## src/hw/rtl/dccf_pkg.sv

```systemverilog
`timescale 1ns / 1ps
// ----------------------------------------------------------------------------
// dccf_pkg
// Types and constants shared by the control code text filter modules.
// ----------------------------------------------------------------------------
package dccf_pkg;

    typedef enum logic [2:0] {
        MODE_PLAIN   = 3'd0,
        MODE_TABRUN  = 3'd1,
        MODE_MATCH   = 3'd2,
        MODE_SUBCODE = 3'd3,
        MODE_LENGTH  = 3'd4,
        MODE_SKIPN   = 3'd5
    } mode_t;

    typedef enum logic [1:0] {
        CFG_KEEP_TABS    = 2'd0,
        CFG_TAB_WIDTH    = 2'd1,
        CFG_CRLF_NEWLINE = 2'd2
    } cfg_index_t;

    typedef enum logic [1:0] {
        END_RUNNING = 2'd0,
        END_CLEAN   = 2'd1,
        END_IN_CMD  = 2'd2
    } end_status_t;

    // One decoded character (before tab and newline expansion) or the end mark.
    typedef struct packed {
        logic        emit;
        logic        is_end;
        end_status_t end_status;
        logic [7:0]  ch;
    } emit_t;

    localparam int RESULT_LIMIT = 16;

    localparam logic [7:0] CH_TAB       = 8'h09;
    localparam logic [7:0] CH_LF        = 8'h0A;
    localparam logic [7:0] CH_FF        = 8'h0C;
    localparam logic [7:0] CH_CR        = 8'h0D;
    localparam logic [7:0] CH_SPACE     = 8'h20;
    localparam logic [7:0] CH_DASH      = 8'h2D;
    localparam logic [7:0] CODE_HYPH0   = 8'hA9;
    localparam logic [7:0] CODE_HYPH1   = 8'hAA;
    localparam logic [7:0] CODE_HYPH2   = 8'hAB;
    localparam logic [7:0] CODE_HSPACE  = 8'hA0;
    localparam logic [7:0] CODE_TABRUN  = 8'hC1;
    localparam logic [7:0] TAB_BIT_MASK = 8'h60;
    localparam logic [7:0] CODE_SGL_LO  = 8'hC0;
    localparam logic [7:0] CODE_SGL_HI  = 8'hCF;
    localparam logic [7:0] CODE_MULTI   = 8'hD0;
    localparam logic [7:0] CODE_COLUMN  = 8'hDC;
    localparam logic [7:0] CODE_PAGE    = 8'hD4;

endpackage

```

## src/hw/rtl/dccf_decode.sv

```systemverilog
`timescale 1ns / 1ps
// ----------------------------------------------------------------------------
// dccf_decode
// Parse state machine: classifies each accepted byte and yields at most one
// decoded character or the end mark.
// ----------------------------------------------------------------------------
module dccf_decode (
    input  logic           aclk,
    input  logic           aresetn,
    input  logic           in_fire,
    input  logic [7:0]     data_byte,
    input  logic           end_of_input,
    output dccf_pkg::emit_t dec
);

    dccf_pkg::mode_t mode_reg, mode_next;
    logic [7:0]      open_reg, open_next;
    logic [8:0]      skip_reg, skip_next;
    logic [8:0]      skip_dec;

    assign skip_dec = (skip_reg != 9'd0) ? (skip_reg - 9'd1) : 9'd0;

    always_ff @(posedge aclk) begin
        if (!aresetn) begin
            mode_reg <= dccf_pkg::MODE_PLAIN;
            open_reg <= 8'd0;
            skip_reg <= 9'd0;
        end else if (in_fire) begin
            mode_reg <= mode_next;
            open_reg <= open_next;
            skip_reg <= skip_next;
        end
    end

    always_comb begin
        mode_next = mode_reg;
        if (end_of_input) begin
            mode_next = dccf_pkg::MODE_PLAIN;
        end else begin
            case (mode_reg)
                dccf_pkg::MODE_TABRUN: begin
                    if (data_byte == dccf_pkg::CODE_TABRUN) mode_next = dccf_pkg::MODE_PLAIN;
                end
                dccf_pkg::MODE_MATCH: begin
                    if (data_byte == open_reg) mode_next = dccf_pkg::MODE_PLAIN;
                end
                dccf_pkg::MODE_SUBCODE: mode_next = dccf_pkg::MODE_LENGTH;
                dccf_pkg::MODE_LENGTH:  mode_next = dccf_pkg::MODE_SKIPN;
                dccf_pkg::MODE_SKIPN: begin
                    if (skip_dec == 9'd0) mode_next = dccf_pkg::MODE_PLAIN;
                end
                default: begin
                    mode_next = dccf_pkg::MODE_PLAIN;
                    if (data_byte == dccf_pkg::CODE_TABRUN) begin
                        mode_next = dccf_pkg::MODE_TABRUN;
                    end else if (data_byte >= dccf_pkg::CODE_SGL_LO &&
                                 data_byte <= dccf_pkg::CODE_SGL_HI) begin
                        mode_next = dccf_pkg::MODE_MATCH;
                    end else if (data_byte >= dccf_pkg::CODE_MULTI) begin
                        if (data_byte == dccf_pkg::CODE_COLUMN ||
                            data_byte == dccf_pkg::CODE_PAGE) begin
                            mode_next = dccf_pkg::MODE_SUBCODE;
                        end else begin
                            mode_next = dccf_pkg::MODE_LENGTH;
                        end
                    end
                end
            endcase
        end
    end

    always_comb begin
        open_next      = open_reg;
        skip_next      = skip_reg;
        dec.emit       = 1'b0;
        dec.is_end     = 1'b0;
        dec.end_status = dccf_pkg::END_RUNNING;
        dec.ch         = 8'd0;
        if (end_of_input) begin
            open_next      = 8'd0;
            skip_next      = 9'd0;
            dec.emit       = 1'b1;
            dec.is_end     = 1'b1;
            dec.end_status = (mode_reg == dccf_pkg::MODE_PLAIN) ?
                             dccf_pkg::END_CLEAN : dccf_pkg::END_IN_CMD;
        end else begin
            case (mode_reg)
                dccf_pkg::MODE_TABRUN: begin
                    if ((data_byte & dccf_pkg::TAB_BIT_MASK) == 8'd0) begin
                        dec.emit = 1'b1;
                        dec.ch   = dccf_pkg::CH_TAB;
                    end
                end
                dccf_pkg::MODE_MATCH: begin
                    if (data_byte == open_reg) open_next = 8'd0;
                end
                dccf_pkg::MODE_SUBCODE: begin
                    if (data_byte == 8'd0) begin
                        dec.emit = 1'b1;
                        dec.ch   = (open_reg == dccf_pkg::CODE_COLUMN) ?
                                   dccf_pkg::CH_LF : dccf_pkg::CH_FF;
                    end
                    open_next = 8'd0;
                end
                dccf_pkg::MODE_LENGTH: begin
                    skip_next = {1'b0, data_byte} + 9'd1;
                end
                dccf_pkg::MODE_SKIPN: begin
                    skip_next = skip_dec;
                end
                default: begin
                    if (data_byte == dccf_pkg::CODE_HYPH0 || data_byte == dccf_pkg::CODE_HYPH1 ||
                        data_byte == dccf_pkg::CODE_HYPH2) begin
                        dec.emit = 1'b1;
                        dec.ch   = dccf_pkg::CH_DASH;
                    end else if (data_byte == dccf_pkg::CODE_HSPACE) begin
                        dec.emit = 1'b1;
                        dec.ch   = dccf_pkg::CH_SPACE;
                    end else if (data_byte == dccf_pkg::CODE_TABRUN) begin
                        dec.emit = 1'b0;
                    end else if (data_byte >= dccf_pkg::CODE_SGL_LO &&
                                 data_byte <= dccf_pkg::CODE_SGL_HI) begin
                        open_next = data_byte;
                    end else if (data_byte >= dccf_pkg::CODE_MULTI) begin
                        if (data_byte == dccf_pkg::CODE_COLUMN ||
                            data_byte == dccf_pkg::CODE_PAGE) begin
                            open_next = data_byte;
                        end
                    end else if (data_byte == dccf_pkg::CH_CR) begin
                        dec.emit = 1'b1;
                        dec.ch   = dccf_pkg::CH_LF;
                    end else if (data_byte == dccf_pkg::CH_LF || data_byte == dccf_pkg::CH_TAB ||
                                 data_byte >= dccf_pkg::CH_SPACE) begin
                        dec.emit = 1'b1;
                        dec.ch   = data_byte;
                    end
                end
            endcase
        end
    end

endmodule

```

## src/hw/rtl/dccf_expand.sv

```systemverilog
`timescale 1ns / 1ps
// ----------------------------------------------------------------------------
// dccf_expand
// Result register: turns one decoded character into its output beats
// (tab to spaces, LF to CR LF, as configured) and holds each beat until taken.
// ----------------------------------------------------------------------------
module dccf_expand #(
    parameter int MAX_TAB_WIDTH = 16
) (
    input  logic            aclk,
    input  logic            aresetn,
    input  logic            keep_tabs,
    input  logic [4:0]      tab_width,
    input  logic            crlf_newline,
    input  logic            load_valid,
    input  dccf_pkg::emit_t desc,
    output logic            free,
    output logic            m_tvalid,
    input  logic            m_tready,
    output logic [7:0]      m_tdata,
    output logic [2:0]      m_tuser,
    output logic            m_tlast
);

    localparam int TabLimitInt = (MAX_TAB_WIDTH < dccf_pkg::RESULT_LIMIT) ?
                                 MAX_TAB_WIDTH : dccf_pkg::RESULT_LIMIT;
    localparam logic [4:0] TabLimit = 5'(TabLimitInt);

    logic                  busy_reg, busy_next;
    logic [4:0]            beats_reg, beats_next;
    logic                  cr_reg, cr_next;
    logic [7:0]            ch_reg;
    logic                  end_reg;
    dccf_pkg::end_status_t status_reg;

    logic [4:0] width_sat;
    logic [4:0] beats_in;
    logic       cr_in;
    logic       load;
    logic       out_fire;

    assign width_sat = (tab_width > TabLimit) ? TabLimit : tab_width;

    always_comb begin
        beats_in = 5'd1;
        cr_in    = 1'b0;
        if (!desc.is_end) begin
            if (desc.ch == dccf_pkg::CH_TAB) begin
                beats_in = keep_tabs ? 5'd1 : width_sat;
            end else if (desc.ch == dccf_pkg::CH_LF) begin
                beats_in = crlf_newline ? 5'd2 : 5'd1;
                cr_in    = crlf_newline;
            end
        end
    end

    assign out_fire = busy_reg && m_tready;
    assign free     = !busy_reg || (m_tready && beats_reg == 5'd1);
    assign load     = load_valid && desc.emit && beats_in != 5'd0;

    always_comb begin
        busy_next  = busy_reg;
        beats_next = beats_reg;
        cr_next    = cr_reg;
        if (load) begin
            busy_next  = 1'b1;
            beats_next = beats_in;
            cr_next    = cr_in;
        end else if (out_fire) begin
            beats_next = beats_reg - 5'd1;
            cr_next    = 1'b0;
            if (beats_reg == 5'd1) busy_next = 1'b0;
        end
    end

    always_ff @(posedge aclk) begin
        if (!aresetn) begin
            busy_reg  <= 1'b0;
            beats_reg <= 5'd0;
            cr_reg    <= 1'b0;
        end else begin
            busy_reg  <= busy_next;
            beats_reg <= beats_next;
            cr_reg    <= cr_next;
        end
    end

    always_ff @(posedge aclk) begin
        if (load) begin
            ch_reg     <= (desc.ch == dccf_pkg::CH_TAB && !keep_tabs) ?
                          dccf_pkg::CH_SPACE : desc.ch;
            end_reg    <= desc.is_end;
            status_reg <= desc.end_status;
        end
    end

    assign m_tvalid = busy_reg;
    assign m_tdata  = end_reg ? 8'd0 : (cr_reg ? dccf_pkg::CH_CR : ch_reg);
    assign m_tuser  = {(end_reg ? status_reg : dccf_pkg::END_RUNNING), !end_reg};
    assign m_tlast  = (beats_reg == 5'd1);

endmodule

```

## src/hw/rtl/doc_control_code_text_filter_unit.sv

```systemverilog
`timescale 1ns / 1ps
// ----------------------------------------------------------------------------
// doc_control_code_text_filter_unit
// Filters document body bytes into plain text, one character per beat.
// ----------------------------------------------------------------------------
//  Channel  Direction  tdata            tuser                     tlast
//  s_       in         data_byte        end_of_input              -
//  m_       out        text_char        char_valid, end_status    last
//  cfg_     in         register write   -                         -
//
//  A byte is decoded in the cycle it is accepted and its first result beat
//  is offered in the next cycle; a byte giving one beat can follow every cycle
//  while m_tready is high. An expanded tab of w spaces (tab_width saturated to
//  MAX_TAB_WIDTH and 16) or a CR LF pair keeps s_tready low until its last
//  beat is being taken. Bytes giving no result are taken whenever the result
//  register is free. aresetn (synchronous) clears parse, config and beat state.
// ----------------------------------------------------------------------------
module doc_control_code_text_filter_unit #(
    parameter int MAX_TAB_WIDTH = 16
) (
    input  logic       aclk,
    input  logic       aresetn,
    input  logic       s_tvalid,
    output logic       s_tready,
    input  logic [7:0] s_tdata,   // [7:0] data_byte
    input  logic       s_tuser,   // [0] end_of_input
    output logic       m_tvalid,
    input  logic       m_tready,
    output logic [7:0] m_tdata,   // [7:0] text_char
    output logic [2:0] m_tuser,   // [0] char_valid, [2:1] end_status
    output logic       m_tlast,
    input  logic       cfg_we,
    input  logic [1:0] cfg_addr,
    input  logic [4:0] cfg_wdata
);

    logic            keep_tabs_reg;
    logic [4:0]      tab_width_reg;
    logic            crlf_reg;
    logic            in_fire;
    logic            free;
    dccf_pkg::emit_t dec;

    always_ff @(posedge aclk) begin
        if (!aresetn) begin
            keep_tabs_reg <= 1'b0;
            tab_width_reg <= 5'd8;
            crlf_reg      <= 1'b0;
        end else if (cfg_we) begin
            case (dccf_pkg::cfg_index_t'(cfg_addr))
                dccf_pkg::CFG_KEEP_TABS:    keep_tabs_reg <= cfg_wdata[0];
                dccf_pkg::CFG_TAB_WIDTH:    tab_width_reg <= cfg_wdata;
                dccf_pkg::CFG_CRLF_NEWLINE: crlf_reg      <= cfg_wdata[0];
                default: ;
            endcase
        end
    end

    assign s_tready = free;
    assign in_fire  = s_tvalid && s_tready;

    dccf_decode u_decode (
        .aclk         (aclk),
        .aresetn      (aresetn),
        .in_fire      (in_fire),
        .data_byte    (s_tdata),
        .end_of_input (s_tuser),
        .dec          (dec)
    );

    dccf_expand #(
        .MAX_TAB_WIDTH (MAX_TAB_WIDTH)
    ) u_expand (
        .aclk         (aclk),
        .aresetn      (aresetn),
        .keep_tabs    (keep_tabs_reg),
        .tab_width    (tab_width_reg),
        .crlf_newline (crlf_reg),
        .load_valid   (in_fire),
        .desc         (dec),
        .free         (free),
        .m_tvalid     (m_tvalid),
        .m_tready     (m_tready),
        .m_tdata      (m_tdata),
        .m_tuser      (m_tuser),
        .m_tlast      (m_tlast)
    );

endmodule
```

## config.mk

```make
export PLATFORM = sky130hd
export DESIGN_NAME = doc_control_code_text_filter_unit
export DESIGN_NICKNAME = d
export VERILOG_FILES = /design/src/hw/rtl/dccf_pkg.sv /design/src/hw/rtl/dccf_decode.sv /design/src/hw/rtl/dccf_expand.sv /design/src/hw/rtl/doc_control_code_text_filter_unit.sv
export SDC_FILE = /design/constraint.sdc
export NUM_CORES = 1
export LEC_CHECK = 0
export ABC_AREA = 1
export BUFFER_PORTS_ARGS = -buffer_cell sky130_fd_sc_hd__buf_2
export CORE_MARGIN = 8
export CORE_UTILIZATION = 25
export DETAILED_ROUTE_END_ITERATION = 12
export MAX_ROUTING_LAYER = met4
export SLEW_MARGIN = 20
export SYNTH_ARGS = -nofsm -noshare
export SYNTH_HDL_FRONTEND = slang
export SYNTH_SLANG_ARGS = --single-unit
```

## constraint.sdc

```tcl
create_clock -name aclk -period 6.2 [get_ports aclk]
set_input_delay 1.24 -clock aclk [delete_from_list [all_inputs] [get_ports aclk]]
set_output_delay 1.24 -clock aclk [all_outputs]
set_load 0.02 [all_outputs]
```

; ---- Word level (Yosys, flattened, before mapping)
; Cells that the tools add are included.
; W data, S select, Z words.
[totals]
elab_cells = 151
out_inout_bits = 14
in_bits = 21
regBits = 45
[classes]
n_mux = 65
n_eq_ne = 29
n_addsub = 3
reduce_logical = 37
magnitude_cmp = 5
[op_table]
columns = op, n
row1 = $mux W8, 19
row2 = $eq A8 B8 Y1 const B, 8
row3 = $pmux W8 S3, 2
row4 = $eq A8 B4 Y1 const B, 5
row5 = $mux W5, 7
row6 = $mux W3, 10
row7 = $mux W1, 18
row8 = $mux W9, 2
row9 = $pmux W9 S2, 1
row10 = $ge A8 B8 Y1 const B, 2
row11 = $logic_not A8 Y1, 2
row12 = $pmux W3 S5, 1
row13 = $reduce_bool A5 Y1, 3
row14 = $ne A4 B4 Y1 const B, 3
row15 = $reduce_and A2 Y1, 5
row16 = $add A8 B1 Y9 const B, 1
row17 = $logic_not A9 Y1, 1
row18 = $ne A3 B2 Y1 const B, 3
row19 = $reduce_bool A9 Y1, 1
row20 = $sub A9 B1 Y9 const B, 1
row21 = $eq A8 B8 Y1, 1
row22 = $ge A8 B6 Y1 const B, 1
row23 = $le A8 B8 Y1 const B, 1
row24 = $reduce_and A8 Y1, 1
row25 = 21 further kinds, 40

; ---- Logic depth before layout (Yosys ltp)
; Gate-level depths: netlist of run 1.
[depth]
ltp_word = 20
mapped_depth = 22
depth_no_buf = 21

; ---- Cells and area by module
; Synthesis of run 1 repeated with hierarchy kept, for this count alone.
[unflattened]
cells_unflattened = 550
area_unflattened_um2 = 3473.3
[modules_own_cells]
columns = module, n_inst, cells_each, seq_area_each_um2, area_per_inst_um2
row1 = dccf_decode, 1, 348, 400.4, 2004.4
row2 = dccf_expand, 1, 155, 470.5, 1157.4
row3 = doc_control_code_text_filter_unit, 1, 47, 140.1, 311.5

; ---- Worst setup path before layout of run 1
; No wires, ideal clock.
[synth_path]
path_type = input to register
start = in s_tdata[0]
end = reg u_expand.ch_reg[0], enable pin
path_buffers = 0
arrival_time_ns = 2.873
setup_time_ns = 0.345
setup_slack_ns = 2.982
path_stages = 14
path_cell_list = inv_1 > ha_1 > nand3_1 > nor2_1 > nand2_2 > a21oi_2 > nand2_2 > nor2_4 > nand3_2 > nor2_2 > nor2_2 > nand3_4 > nand2_4 > inv_1
[synth_between]
elab_chain_cells = 18
word_cells_on_any_way = 46
classes_between = order compare: 4 / eq/ne: 10 / mux: 23 / reduce/logical: 9
[synth_rtl]
columns = element, line
row1 = start: declaration, doc_control_code_text_filter_unit.sv:25  ; input logic [7:0] s_tdata,
row2 = branches (longest 17 deep; another with $ge A8 B6 Y1), -
row3 = $logic_and A1 B1 Y1 *, dccf_expand.sv:59  ; assign load = load_valid && desc.emit && beats_in != 5'd0;
row4 = end signal: assignment, dccf_expand.sv:90  ; ch_reg <= (desc.ch == dccf_pkg::CH_TAB && !keep_tabs) ?
row5 = end: declaration, dccf_expand.sv:32  ; logic [7:0] ch_reg;
; Every way passes the cells marked *.
; A chain may end at the register's enable or synchronous reset.

; ---- Worst setup path after layout of run 1
[layout_path]
start = in s_tdata[0]
end = reg u_expand.ch_reg[6], enable pin
; The elaborated chain is that of the path after synthesis.

==> results of run 1 <==
[through the flow]
step           utilization  hold slack [ps]  std cells  worst slack (ps)  power, W
2_1_floorplan            -              445        489              2980  0.000568
3_3_place_gp         0.281              462        683              2500  0.000632
3_5_place_dp         0.281              462        683              2430  0.000635
4_1_cts              0.292              472        691              2730  0.000907
5_1_grt              0.292              496        691              2430  0.000956
6_report             0.292              470        691              2740  0.000898
[power by group]
group / switching (W) / leakage, nW / total (W) / internal [W]
Sequential: 0.0000203 / 0.385 / 0.000353 / 0.000333
Combinational: 0.000186 / 1.14 / 0.000277 / 0.0000910
Clock: 0.000118 / 0.0738 / 0.000268 / 0.000150
Total: 0.000324 / 1.60 / 0.000898 / 0.000574
[cells by family after synthesis]
logic type	count (synthesis)	share of synthesized area
DFF	45	0.313
AOI/OAI and AO/OA	76	0.134
xor gates and xnor gates	14	0.0380
and+or+nand+nor	269	0.387
adders and majority gates	7	0.0271
buffers and inverters	78	0.100
[routing by layer]
layer,vias up,global-route usage
li1,1662,-
met4,0,0.0505
met1,1416,0.136
met5,-,-
met3,13,0.0189
met2,82,0.182
[worst min path at each step]
stage | endpoint | from | cells after the start
5_1_grt | u_decode.skip_reg[5] | u_decode.skip_reg[5] | 2
2_1_floorplan | crlf_reg | crlf_reg | 2
3_5_place_dp | u_decode.skip_reg[0] | u_decode.skip_reg[0] | 2
4_1_cts | u_decode.skip_reg[0] | u_decode.skip_reg[0] | 2
6_report | u_decode.skip_reg[5] | u_decode.skip_reg[5] | 2
3_3_place_gp | u_decode.skip_reg[5] | u_decode.skip_reg[5] | 2
[placed cells by master, fill, tap and decap left out, drive strengths merged]
cell type	netlist	final
nor2	75	75
o31ai	1	1
nand3	35	35
or4	1	1
nand4	15	15
buf	6	34
nor4	4	4
o21bai	1	1
ha	7	7
nand2	118	118
a21boi	2	2
nor3	18	18
o211ai	7	7
a31oi	5	5
o21ai	21	21
or2	2	2
a21oi	35	35
o21a	1	1
o311ai	1	1
xnor2	6	6
dfxtp	34	34
xor2	8	8
edfxtp	11	11
clkbuf	6	5
nand3b	1	1
inv	64	64
a211oi	2	2
clkinv	2	5
[worst max-delay path, cell delays in order]
cell and delay [ps]:
buf_2 140, inv_1 130, ha_1 220, inv_1 60, nor2_2 160, nand2_1 70
nand4_1 130, nand3_1 150, nor2_2 180, nand3_2 140, nor2_2 130, nor2_2 60
nand3_4 90, nand2_4 110, inv_1 370
[cell type report]
class / instances / share of cell area
clock buffers: 5 / 0.0339
clock inverters: 3 / 0.00610
inverters: 66 / 0.0682
multi-input cells: 366 / 0.513
flip-flops and latches: 45 / 0.274
well taps: 172 / 0.0583
repair buffers: 34 / 0.0461
==> summary.txt, run 1 <==
Run status
  – Status: completed

Timing
  – Count of final setup violators: 0
  – TNS Setup: 0 ps
  – Unrepaired setup endpoints after global routing: no
  – Clk_skew: 7.62 ps
  – Worst Tran Pin Value: 947 ps
  – Max_slew headroom: 0.366
  – Final hold violations: 0
  – Final period utilization: 0.558
  – Final Max Slew Viols: 0
  – Final min period: 3460 ps
  – Max Freq: 289 MHz

Yosys
  – Post-synth top flop: dfxtp_1
  – Post-synth top cells: 106 x nand2_1, 60 x nor2_1, 55 x inv_1
  – Cell taking the most area after synthesis: dfxtp_1
  – Asr flop ratio synth: 0
  – Unique masters post-synth: 43
  – Top cell type's share of synthesized area: 0.211
  – Largest cells by area after synthesis: dfxtp_1 21%, nand2_1 12%, edfxtp_1 10%
  – Count leader, synth: nand2_1
  – EDFF count, synth: 11
  – Synthesized area: 3230 µm²
  – Synth Warn #: 0
  – Syn Area/Cell: 6.60 µm²
  – Yosys reg bits: 45
  – Synth Instances: 489
  – Register area share after synthesis: 0.313
  – Syn Nets: 517

Clock tree
  – CTS tree: done
  – Post-CTS resize count: 0
  – H-tree levels: 2
  – Clock sinks: 45
  – Worst-case clock buffer depth: 2
  – Clock slew at reported path FFs: 70 ps
  – Num CTS Buffers: 5
  – Post-CTS setup repair buffer count: 0
  – Root Buffer: clkbuf_16
  – Hold buffers post-CTS: 0
  – Clock Latency Late Sink: 290 ps

Global route
  – Largest net degree at the start of global routing: 20
  – Vias in the first global route: 3184
  – Initial antenna violation count: 0
  – Congestion Overflow GR: 0
  – Global Route Usage Sum: 0.113
  – First-pass GRT wire length: 15100 µm

Layout
  – Synth-to-layout area growth: 14.3%
  – Max reg flops: 9
  – Share of cells above drive strength 1: 0.166
  – Fillers: 1419
  – Flip-flop and latch area: 1010 µm²
  – Multi-input gate area: 1890 µm²
  – Final Cell Area: 3690 µm²
  – Ant diodes: 0
  – Nets: 546

Route
  – Routed wl met3: 472 µm
  – Via-to-Cell Ratio: 4.59
  – Avg WL per Cell: 12.7 µm
  – DR iter-0 viols: 181
  – First-pass DRT Iterations: 4
  – Highest routed layer: met4
  – WL met1: 4080 µm
  – Metal2 WL: 4030 µm
  – Via count: 3173
  – Final ANT Viol Nets: 0
  – Residual DRC: 0
  – Routed Wire Length: 8800 µm

Die
  – Die Ht: 130 µm
  – Core Area: 12600 µm²
  – Starting density of the core: 0.256
  – DIE AREA: 16800 µm²
  – Boundary Pins: 35
  – Die Wd: 130 µm
  – # rows: 41

Placed design
  – Post-DP HPWL: 6960 µm
  – Post-placement cell area: 3540 µm²
  – Input/output buffers: 34
  – Final GP Congestion: 0.897

Power
  – Peak VDD IR: 93.5 µV
  – Lkg Pwr: 1.60 nW
  – Pwr Density: 243 nW/µm²

Critical path
  – CP Launch Type: input port
  – CP Launch Point: s_tdata[0]
  – CP Max Fanout: 13
  – Crit path required time: 6140 ps
  – Worst R2R Start: u_decode.mode_reg[0]
  – R2R depth: 8
  – Worst R2R End: u_decode.skip_reg[7]
  – Worst Path Arrival: 3400 ps
  – Worst Setup End Kind: register
  – Setup crit end: u_expand.ch_reg[6]
  – Critical path class: in2reg
  – Worst reg-to-reg setup slack: 3400 ps

Job
  – Max-Cap Viols: 0

Min path
  – Worst Hold Class: reg2reg
Power figures use the tool's default switching activity.
==> run 2: changes to the inputs <==
Settings changed: ABC_AREA 1 to 0.
Clock period 6.2 ns to 3.29 ns, I/O delays scaled along.
==> run 2 against run 1 <==
First-iteration DRC count increased by 36%. Register-to-register slack got worse by 2700 ps. Clock skew decreased by 1.9 ps. Area after synthesis increased by 1.5%. Synthesized cell count decreased by 21%. Largest cell class unchanged. Highest routed layer unchanged.
==> summary.txt, run 2 <==
Critical path
  – Critical path, cell by cell: buf_2 -> inv_1 -> ha_1 -> nor4b_1 -> nand4_1 -> o31ai_1 -> a211oi_2 -> a21oi_4
  – Worst R2R Start: u_decode.mode_reg[1]
  – Buffers and inverters on the worst path: 2 (-2)
  – Critical path class: in2reg
  – Critical path's largest stage delay: 480 ps (+110 ps)
  – Worst Setup End Kind: register
  – Crit path required time: 3220 ps (-2920 ps)
  – CP max stage cell: nor4b_1
  – Critical path's top delay family: compound AO/OA/AOI/OAI gates
  – CP Max Fanout: 15 (+2)
  – CP Launch Point: s_tdata[0]
  – Worst Path Arrival: 2860 ps (-540 ps)
  – Worst reg-to-reg setup slack: 740 ps (-2660 ps)
  – R2R depth: 7 (-1)
  – Critical path depth: 8 (-7)
  – Setup crit end: u_expand.status_reg[1]
  – Worst R2R End: u_expand.beats_reg[1]
  – CP Launch Type: input port

Layout
  – Commonest non-fill, non-tap cell in the layout: nor2_1
  – Commonest non-fill, non-tap cells in the layout: 38 x nor2_1, 34 x dfxtp_1, 34 x buf_2, 25 x nand2_1, 18 x nand3_1
  – Nets: 444 (-19%)
  – Final Cell Area: 3810 µm² (+3.2%)
  – Synth-to-layout area growth: 16.1%
  – Ant diodes: 0 (unchanged)
  – Max reg flops: 9 (unchanged)
  – Share of cells above drive strength 1: 0.182 (+0.0166)

Global route
  – Global Route Usage Sum: 0.110 (-0.00248)
  – First-pass GRT wire length: 14700 µm (-2.5%)
  – Vias in the first global route: 3018 (-5.2%)
  – Largest net degree at the start of global routing: 26 (+30%)
  – Congestion Overflow GR: 0 (unchanged)
  – Initial antenna violation count: 0 (unchanged)

Die
  – # rows: 42 (+2.4%)
  – Core Area: 13000 µm² (+3.3%)
  – Die Ht: 131 µm (+0.67%)
  – Boundary Pins: 35 (unchanged)
  – Starting density of the core: 0.252 (-0.00427)
  – DIE AREA: 17000 µm² (+1.4%)
  – Die Wd: 131 µm (+0.67%)

Route
  – Via-to-Cell Ratio: 5.19 (+13%)
  – Via count: 3079 (-3.0%)
  – Final ANT Viol Nets: 0 (unchanged)
  – Routed Wire Length: 9010 µm (+2.4%)
  – Residual DRC: 0 (unchanged)
  – DR iter-0 viols: 246 (+36%)
  – First-pass DRT Iterations: 4 (unchanged)
  – Avg WL per Cell: 15.2 µm (+19%)

Yosys
  – Synth Warn #: 0 (unchanged)
  – Synthesized area: 3280 µm² (+1.5%)
  – Register area share after synthesis: 0.308 (-0.00478)
  – Yosys reg bits: 45 (unchanged)
  – Asr flop ratio synth: 0 (unchanged)
  – Syn Nets: 415 (-20%)
  – Count leader, synth: nor2_1
  – Unique masters post-synth: 76 (+77%)
  – Post-synth top flop: dfxtp_1
  – Syn Area/Cell: 8.47 µm² (+28%)
  – Top cell type's share of synthesized area: 0.208 (-0.00322)
  – EDFF count, synth: 11 (unchanged)
  – Synth Instances: 387 (-21%)
  – Cell taking the most area after synthesis: dfxtp_1
  – Post-synth top cells: 38 x nor2_1, 34 x dfxtp_1, 25 x nand2_1
  – Largest cells by area after synthesis: dfxtp_1 21%, edfxtp_1 10%, nor2_1 4.3%

Clock tree
  – Clock Latency Late Sink: 290 ps (about the same)
  – Root Buffer: clkbuf_16
  – Post-CTS resize count: 0 (unchanged)
  – Clock sinks: 45 (unchanged)
  – H-tree levels: 2 (unchanged)
  – Post-CTS setup repair buffer count: 0 (unchanged)
  – Num CTS Buffers: 5 (unchanged)
  – Clock slew at reported path FFs: 60 ps (about the same)
  – Hold buffers post-CTS: 0 (unchanged)
  – CTS tree: done
  – Worst-case clock buffer depth: 2 (unchanged)

Power
  – Net Sw Power: 0.000450 W (+39%)
  – Lkg Pwr: 1.41 nW (-12%)
  – Clock network power share: 0.362 (+0.064)
  – Switch share: 0.298 (-0.0624)
  – Logic pwr share: 0.225 (-0.083)
  – P_int: 0.00106 W (+85%)
  – Pwr Density: 396 nW/µm² (+63%)
  – Sequential Power Share: 0.413 (+0.019)
  – Peak VDD IR: 244 µV (+160%)

Placed design
  – Final GP Congestion: 0.855 (-4.7%)
  – Post-placement cell area: 3650 µm² (+3.0%)
  – Input/output buffers: 34 (unchanged)
  – Post-DP HPWL: 6760 µm (-2.9%)

Timing
  – Final Max Slew Viols: 0 (unchanged)
  – Unrepaired setup endpoints after global routing: no
  – Max_slew headroom: 0.518 (+0.152)
  – Final min period: 2930 ps
  – Final period utilization: 0.890
  – Count of final setup violators: 0 (unchanged)
  – Clk_skew: 5.69 ps (-1.93 ps)
  – TNS Setup: 0 ps (unchanged)
  – Final hold violations: 0 (unchanged)
  – Worst Tran Pin Value: 716 ps (-231 ps)
  – Max Freq: 342 MHz

Job
  – Max-Cap Viols: 0 (unchanged)

Min path
  – Worst Hold Class: reg2reg

Run status
  – Status: completed
-- run 2: cell count changes after synthesis, sizes merged, moves of 7 or more --
cell	change
and2	+14
a22oi	+8
mux2i	+13
nor2	-36
nand3	-17
nor3	-8
nand2	-93
xnor2	+9
inv	-50
clkbuf	+9
nor2b	+7
o21ai	-7
a21oi	-18
-- run 2: worst min path at each step --
stage,slack [ps],start,depth (start not counted),end
after detailed placement,460,u_decode.open_reg[5],2,u_decode.open_reg[5]
after floorplan,430,u_decode.open_reg[5],2,u_decode.open_reg[5]
after global placement,460,u_decode.open_reg[5],2,u_decode.open_reg[5]
final,490,u_decode.open_reg[5],2,u_decode.open_reg[5]
after CTS,490,u_decode.open_reg[5],2,u_decode.open_reg[5]
after global routing,520,u_decode.open_reg[5],2,u_decode.open_reg[5]
-- run 2: area by class of cell --
type,count,area (µm²)
Clock buffer,7,154
Clock inverter,1,5.00
Fill cell,1420,9220
Inverter,14,52.6
Multi-Input combinational cell,305,2110
Sequential cell,45,1010
Tap cell,176,220
Timing Repair Buffer,45,253
-- run 2: worst reg2reg max path: cells and delay by family (launching register included) --
kind / cells / cell delay, ps
compound gates: 4 / 1230
flops: 1 / 660
simple gates: 2 / 310
buf+inv: 1 / 230
-- run 2: routing by layer --
layer	vias up	routed length, µm	track usage	part of all wire
met3	16	486	0.0219	0.054
li1	1501	-	-	-
met2	99	4390	0.182	0.49
met5	-	0	-	0
met4	0	169	0.0405	0.019
met1	1463	3970	0.130	0.44
-- run 2: metrics by stage --
step           power (W)   util  instances  hold WS [ps]  worst slack [ps]
4_1_cts          0.00152  0.292        593           485               366
3_5_place_dp    0.000973  0.280        585           462              60.9
3_3_place_gp    0.000968  0.280        585           463               163
5_1_grt          0.00158  0.292        593           521              32.5
2_1_floorplan   0.000873      -        387           432               316
6_report         0.00151  0.292        593           486               363
-- run 2: cell families after synthesis --
group / synth area share
AND/OR/NAND/NOR: 0.295
AO/OA/AOI/OAI: 0.217
flip-flops: 0.308
buffers and inverters: 0.0473
XOR/XNOR: 0.0588
multiplexers: 0.0397
adder cells (fa/ha/maj): 0.0332
-- run 2: power groups by stage --
stage	Combinational [W]	Sequential (W)	Clock, W
after floorplan	0.000244	0.000629	0
after global placement	0.000333	0.000634	0
after detailed placement	0.000337	0.000636	0
after CTS	0.000340	0.000623	0.000560
after global routing	0.000371	0.000628	0.000581
final	0.000339	0.000624	0.000547
==> run 3: changes to the inputs <==
Settings changed: CTS_BUF_LIST set to sky130_fd_sc_hd__clkbuf_8.
==> run 3 against run 2 <==
Hold slack worse by 4.2 ps. Critical path type unchanged. Clock skew up 3.7 ps. Combinational power barely moved. Highest routed layer unchanged. First-iteration DRC count increased by 6.1%. Fmax hardly changed. Critical path depth did not move. Critical endpoint is now u_expand.ch_reg[3]. Setup slack better by 2.5 ps. Non-clock buffer count stayed put. Cell count is the same.
==> summary.txt, run 3 (synthesis results as in run 2) <==
Clock tree
  – Root Buffer: clkbuf_8
  – Clock sinks: 45 (unchanged)
  – Worst-case clock buffer depth: 2 (unchanged)
  – H-tree levels: 2 (unchanged)
  – Post-CTS resize count: 0 (unchanged)
  – Num CTS Buffers: 5 (unchanged)
  – Clock Latency Late Sink: 310 ps (+20 ps)
  – Hold buffers post-CTS: 0 (unchanged)
  – Clock slew at reported path FFs: 90 ps (+30 ps)
  – CTS tree: done
  – Post-CTS setup repair buffer count: 0 (unchanged)

Power
  – Switch share: 0.310 (+0.0124)
  – Clock network power share: 0.306 (-0.056)
  – Net Sw Power: 0.000430 W (-4.5%)
  – Pwr Total: 0.00138 W (-8.3%)
  – Logic pwr share: 0.245 (+0.020)
  – Pwr Density: 369 nW/µm² (-7.0%)
  – Lkg Pwr: 1.39 nW (-1.4%)
  – P_int: 0.000955 W (-9.9%)
  – Peak VDD IR: 215 µV (-12%)
  – Sequential Power Share: 0.450 (+0.037)

Layout
  – Synth-to-layout area growth: 14.6%
  – Final Cell Area: 3760 µm² (-1.3%)
  – Commonest non-fill, non-tap cells in the layout: 38 x nor2_1, 34 x dfxtp_1, 34 x buf_2, 25 x nand2_1, 18 x nand3_1
  – Nets: 444 (unchanged)
  – Ant diodes: 0 (unchanged)
  – Commonest non-fill, non-tap cell in the layout: nor2_1
  – Share of cells above drive strength 1: 0.182 (unchanged)
  – Max reg flops: 9 (unchanged)

Timing
  – Count of final setup violators: 0 (unchanged)
  – Max Freq: 342 MHz (about the same)
  – TNS Setup: 0 ps (unchanged)
  – Worst Tran Pin Value: 752 ps (+36.5 ps)
  – Final min period: 2920 ps (-2.50 ps)
  – Max_slew headroom: 0.494 (-0.0246)
  – Final setup margin: 366 ps (+2.50 ps)
  – Final hold violations: 0 (unchanged)
  – Final Max Slew Viols: 0 (unchanged)
  – Clk_skew: 9.42 ps (+3.72 ps)
  – Final period utilization: 0.889 (about the same)
  – Hold slack final: 482 ps (-4.23 ps)
  – Unrepaired setup endpoints after global routing: no

Critical path
  – Worst R2R Start: u_decode.mode_reg[1]
  – Worst reg-to-reg setup slack: 750 ps (about the same)
  – R2R depth: 5 (-2)
  – Worst Setup End Kind: register
  – CP Launch Type: input port
  – Worst R2R End: u_expand.ch_reg[3]
  – Critical path class: in2reg
  – Crit path required time: 3240 ps (+20 ps)
  – Worst Path Arrival: 2880 ps (+20 ps)
  – CP Max Fanout: 15 (unchanged)

Run status
  – Status: completed

Min path
  – Min-Delay Endpoint: u_decode.open_reg[5]
  – Worst hold start: u_decode.open_reg[5]
  – Hold Crit Depth: 2 (unchanged)
  – Worst Hold Class: reg2reg

Placed design
  – Post-placement cell area: 3650 µm² (unchanged)
  – Dpl ws: 60.9 ps (unchanged)
  – Final GP Congestion: 0.855 (unchanged)
  – Input/output buffers: 34 (unchanged)
  – Post-DP HPWL: 6760 µm (unchanged)

Route
  – Via count: 3085 (+0.19%)
  – Avg WL per Cell: 15.1 µm (-0.93%)
  – Residual DRC: 0 (unchanged)
  – Final ANT Viol Nets: 0 (unchanged)
  – First-pass DRT Iterations: 5 (+1)
  – Via-to-Cell Ratio: 5.20 (+0.19%)
  – DR iter-0 viols: 261 (+6.1%)
  – Routed Wire Length: 8930 µm (-0.93%)

Die
  – Die Wd: 131 µm (unchanged)
  – Boundary Pins: 35 (unchanged)
  – DIE AREA: 17000 µm² (unchanged)
  – Starting density of the core: 0.252 (unchanged)
  – Core Area: 13000 µm² (unchanged)
  – # rows: 42 (unchanged)
  – Die Ht: 131 µm (unchanged)

Global route
  – First-pass GRT wire length: 14600 µm (-0.42%)
  – Largest net degree at the start of global routing: 26 (unchanged)
  – Global Route Usage Sum: 0.109 (-0.00132)
  – Initial antenna violation count: 0 (unchanged)
  – Congestion Overflow GR: 0 (unchanged)
  – Vias in the first global route: 3015 (-0.099%)

Job
  – Max-Cap Viols: 0 (unchanged)
[run 3: changes by cell type in the layout (fill, tap and decap cells not counted)]
cell,change
bufinv_16,+1
clkbuf_1,-1
clkbuf_16,-6
clkbuf_8,+5
inv_1,+1
[run 3: critical path: stages]
cell      delay (ps)
buf_2            110
inv_1             80
ha_1             230
nor4b_1          500
nand4_1          210
o31ai_1          440
a211oi_2         190
a21oi_4          450
[run 3: how the worst max path moves through the flow]
stage	end	from	cells past startpoint	slack (ps)
floorplan	u_expand.ch_reg[0]	s_tdata[0]	9	320
global placement	u_expand.ch_reg[6]	s_tdata[0]	8	160
detailed placement	u_expand.ch_reg[4]	s_tdata[0]	8	60
CTS	u_expand.ch_reg[5]	s_tdata[0]	8	380
global route	u_expand.status_reg[0]	s_tdata[0]	8	70
finish	u_expand.ch_reg[3]	s_tdata[0]	8	370
[run 3: stage by stage]
stage / cells / utilization
2_1_floorplan: 387 / -
3_3_place_gp: 585 / 0.280
3_5_place_dp: 585 / 0.280
4_1_cts: 593 / 0.288
5_1_grt: 593 / 0.288
6_report: 593 / 0.288
[run 3: area by class of cell]
type	count	area, µm²
inverter	14	52.6
fill	1428	9280
tap	176	220
clock buffer	5	68.8
multi-input combinational	305	2110
clock inverter	3	38.8
sequential	45	1010
timing repair buffer	45	253
[run 3: power by group through the flow]
stage | logic (W) | registers [W] | clock network (W)
3_5_place_dp | 0.000337 | 0.000636 | 0
4_1_cts | 0.000340 | 0.000623 | 0.000436
2_1_floorplan | 0.000244 | 0.000629 | 0
5_1_grt | 0.000371 | 0.000628 | 0.000457
6_report | 0.000339 | 0.000623 | 0.000423
3_3_place_gp | 0.000333 | 0.000634 | 0
[run 3: layer usage]
| layer | global-route usage | wire length (µm) |
|---|---|---|
| met4 | 0.0344 | 144 |
| met3 | 0.0207 | 469 |
| met1 | 0.130 | 3940 |
| met5 | - | 0 |
| met2 | 0.182 | 4380 |
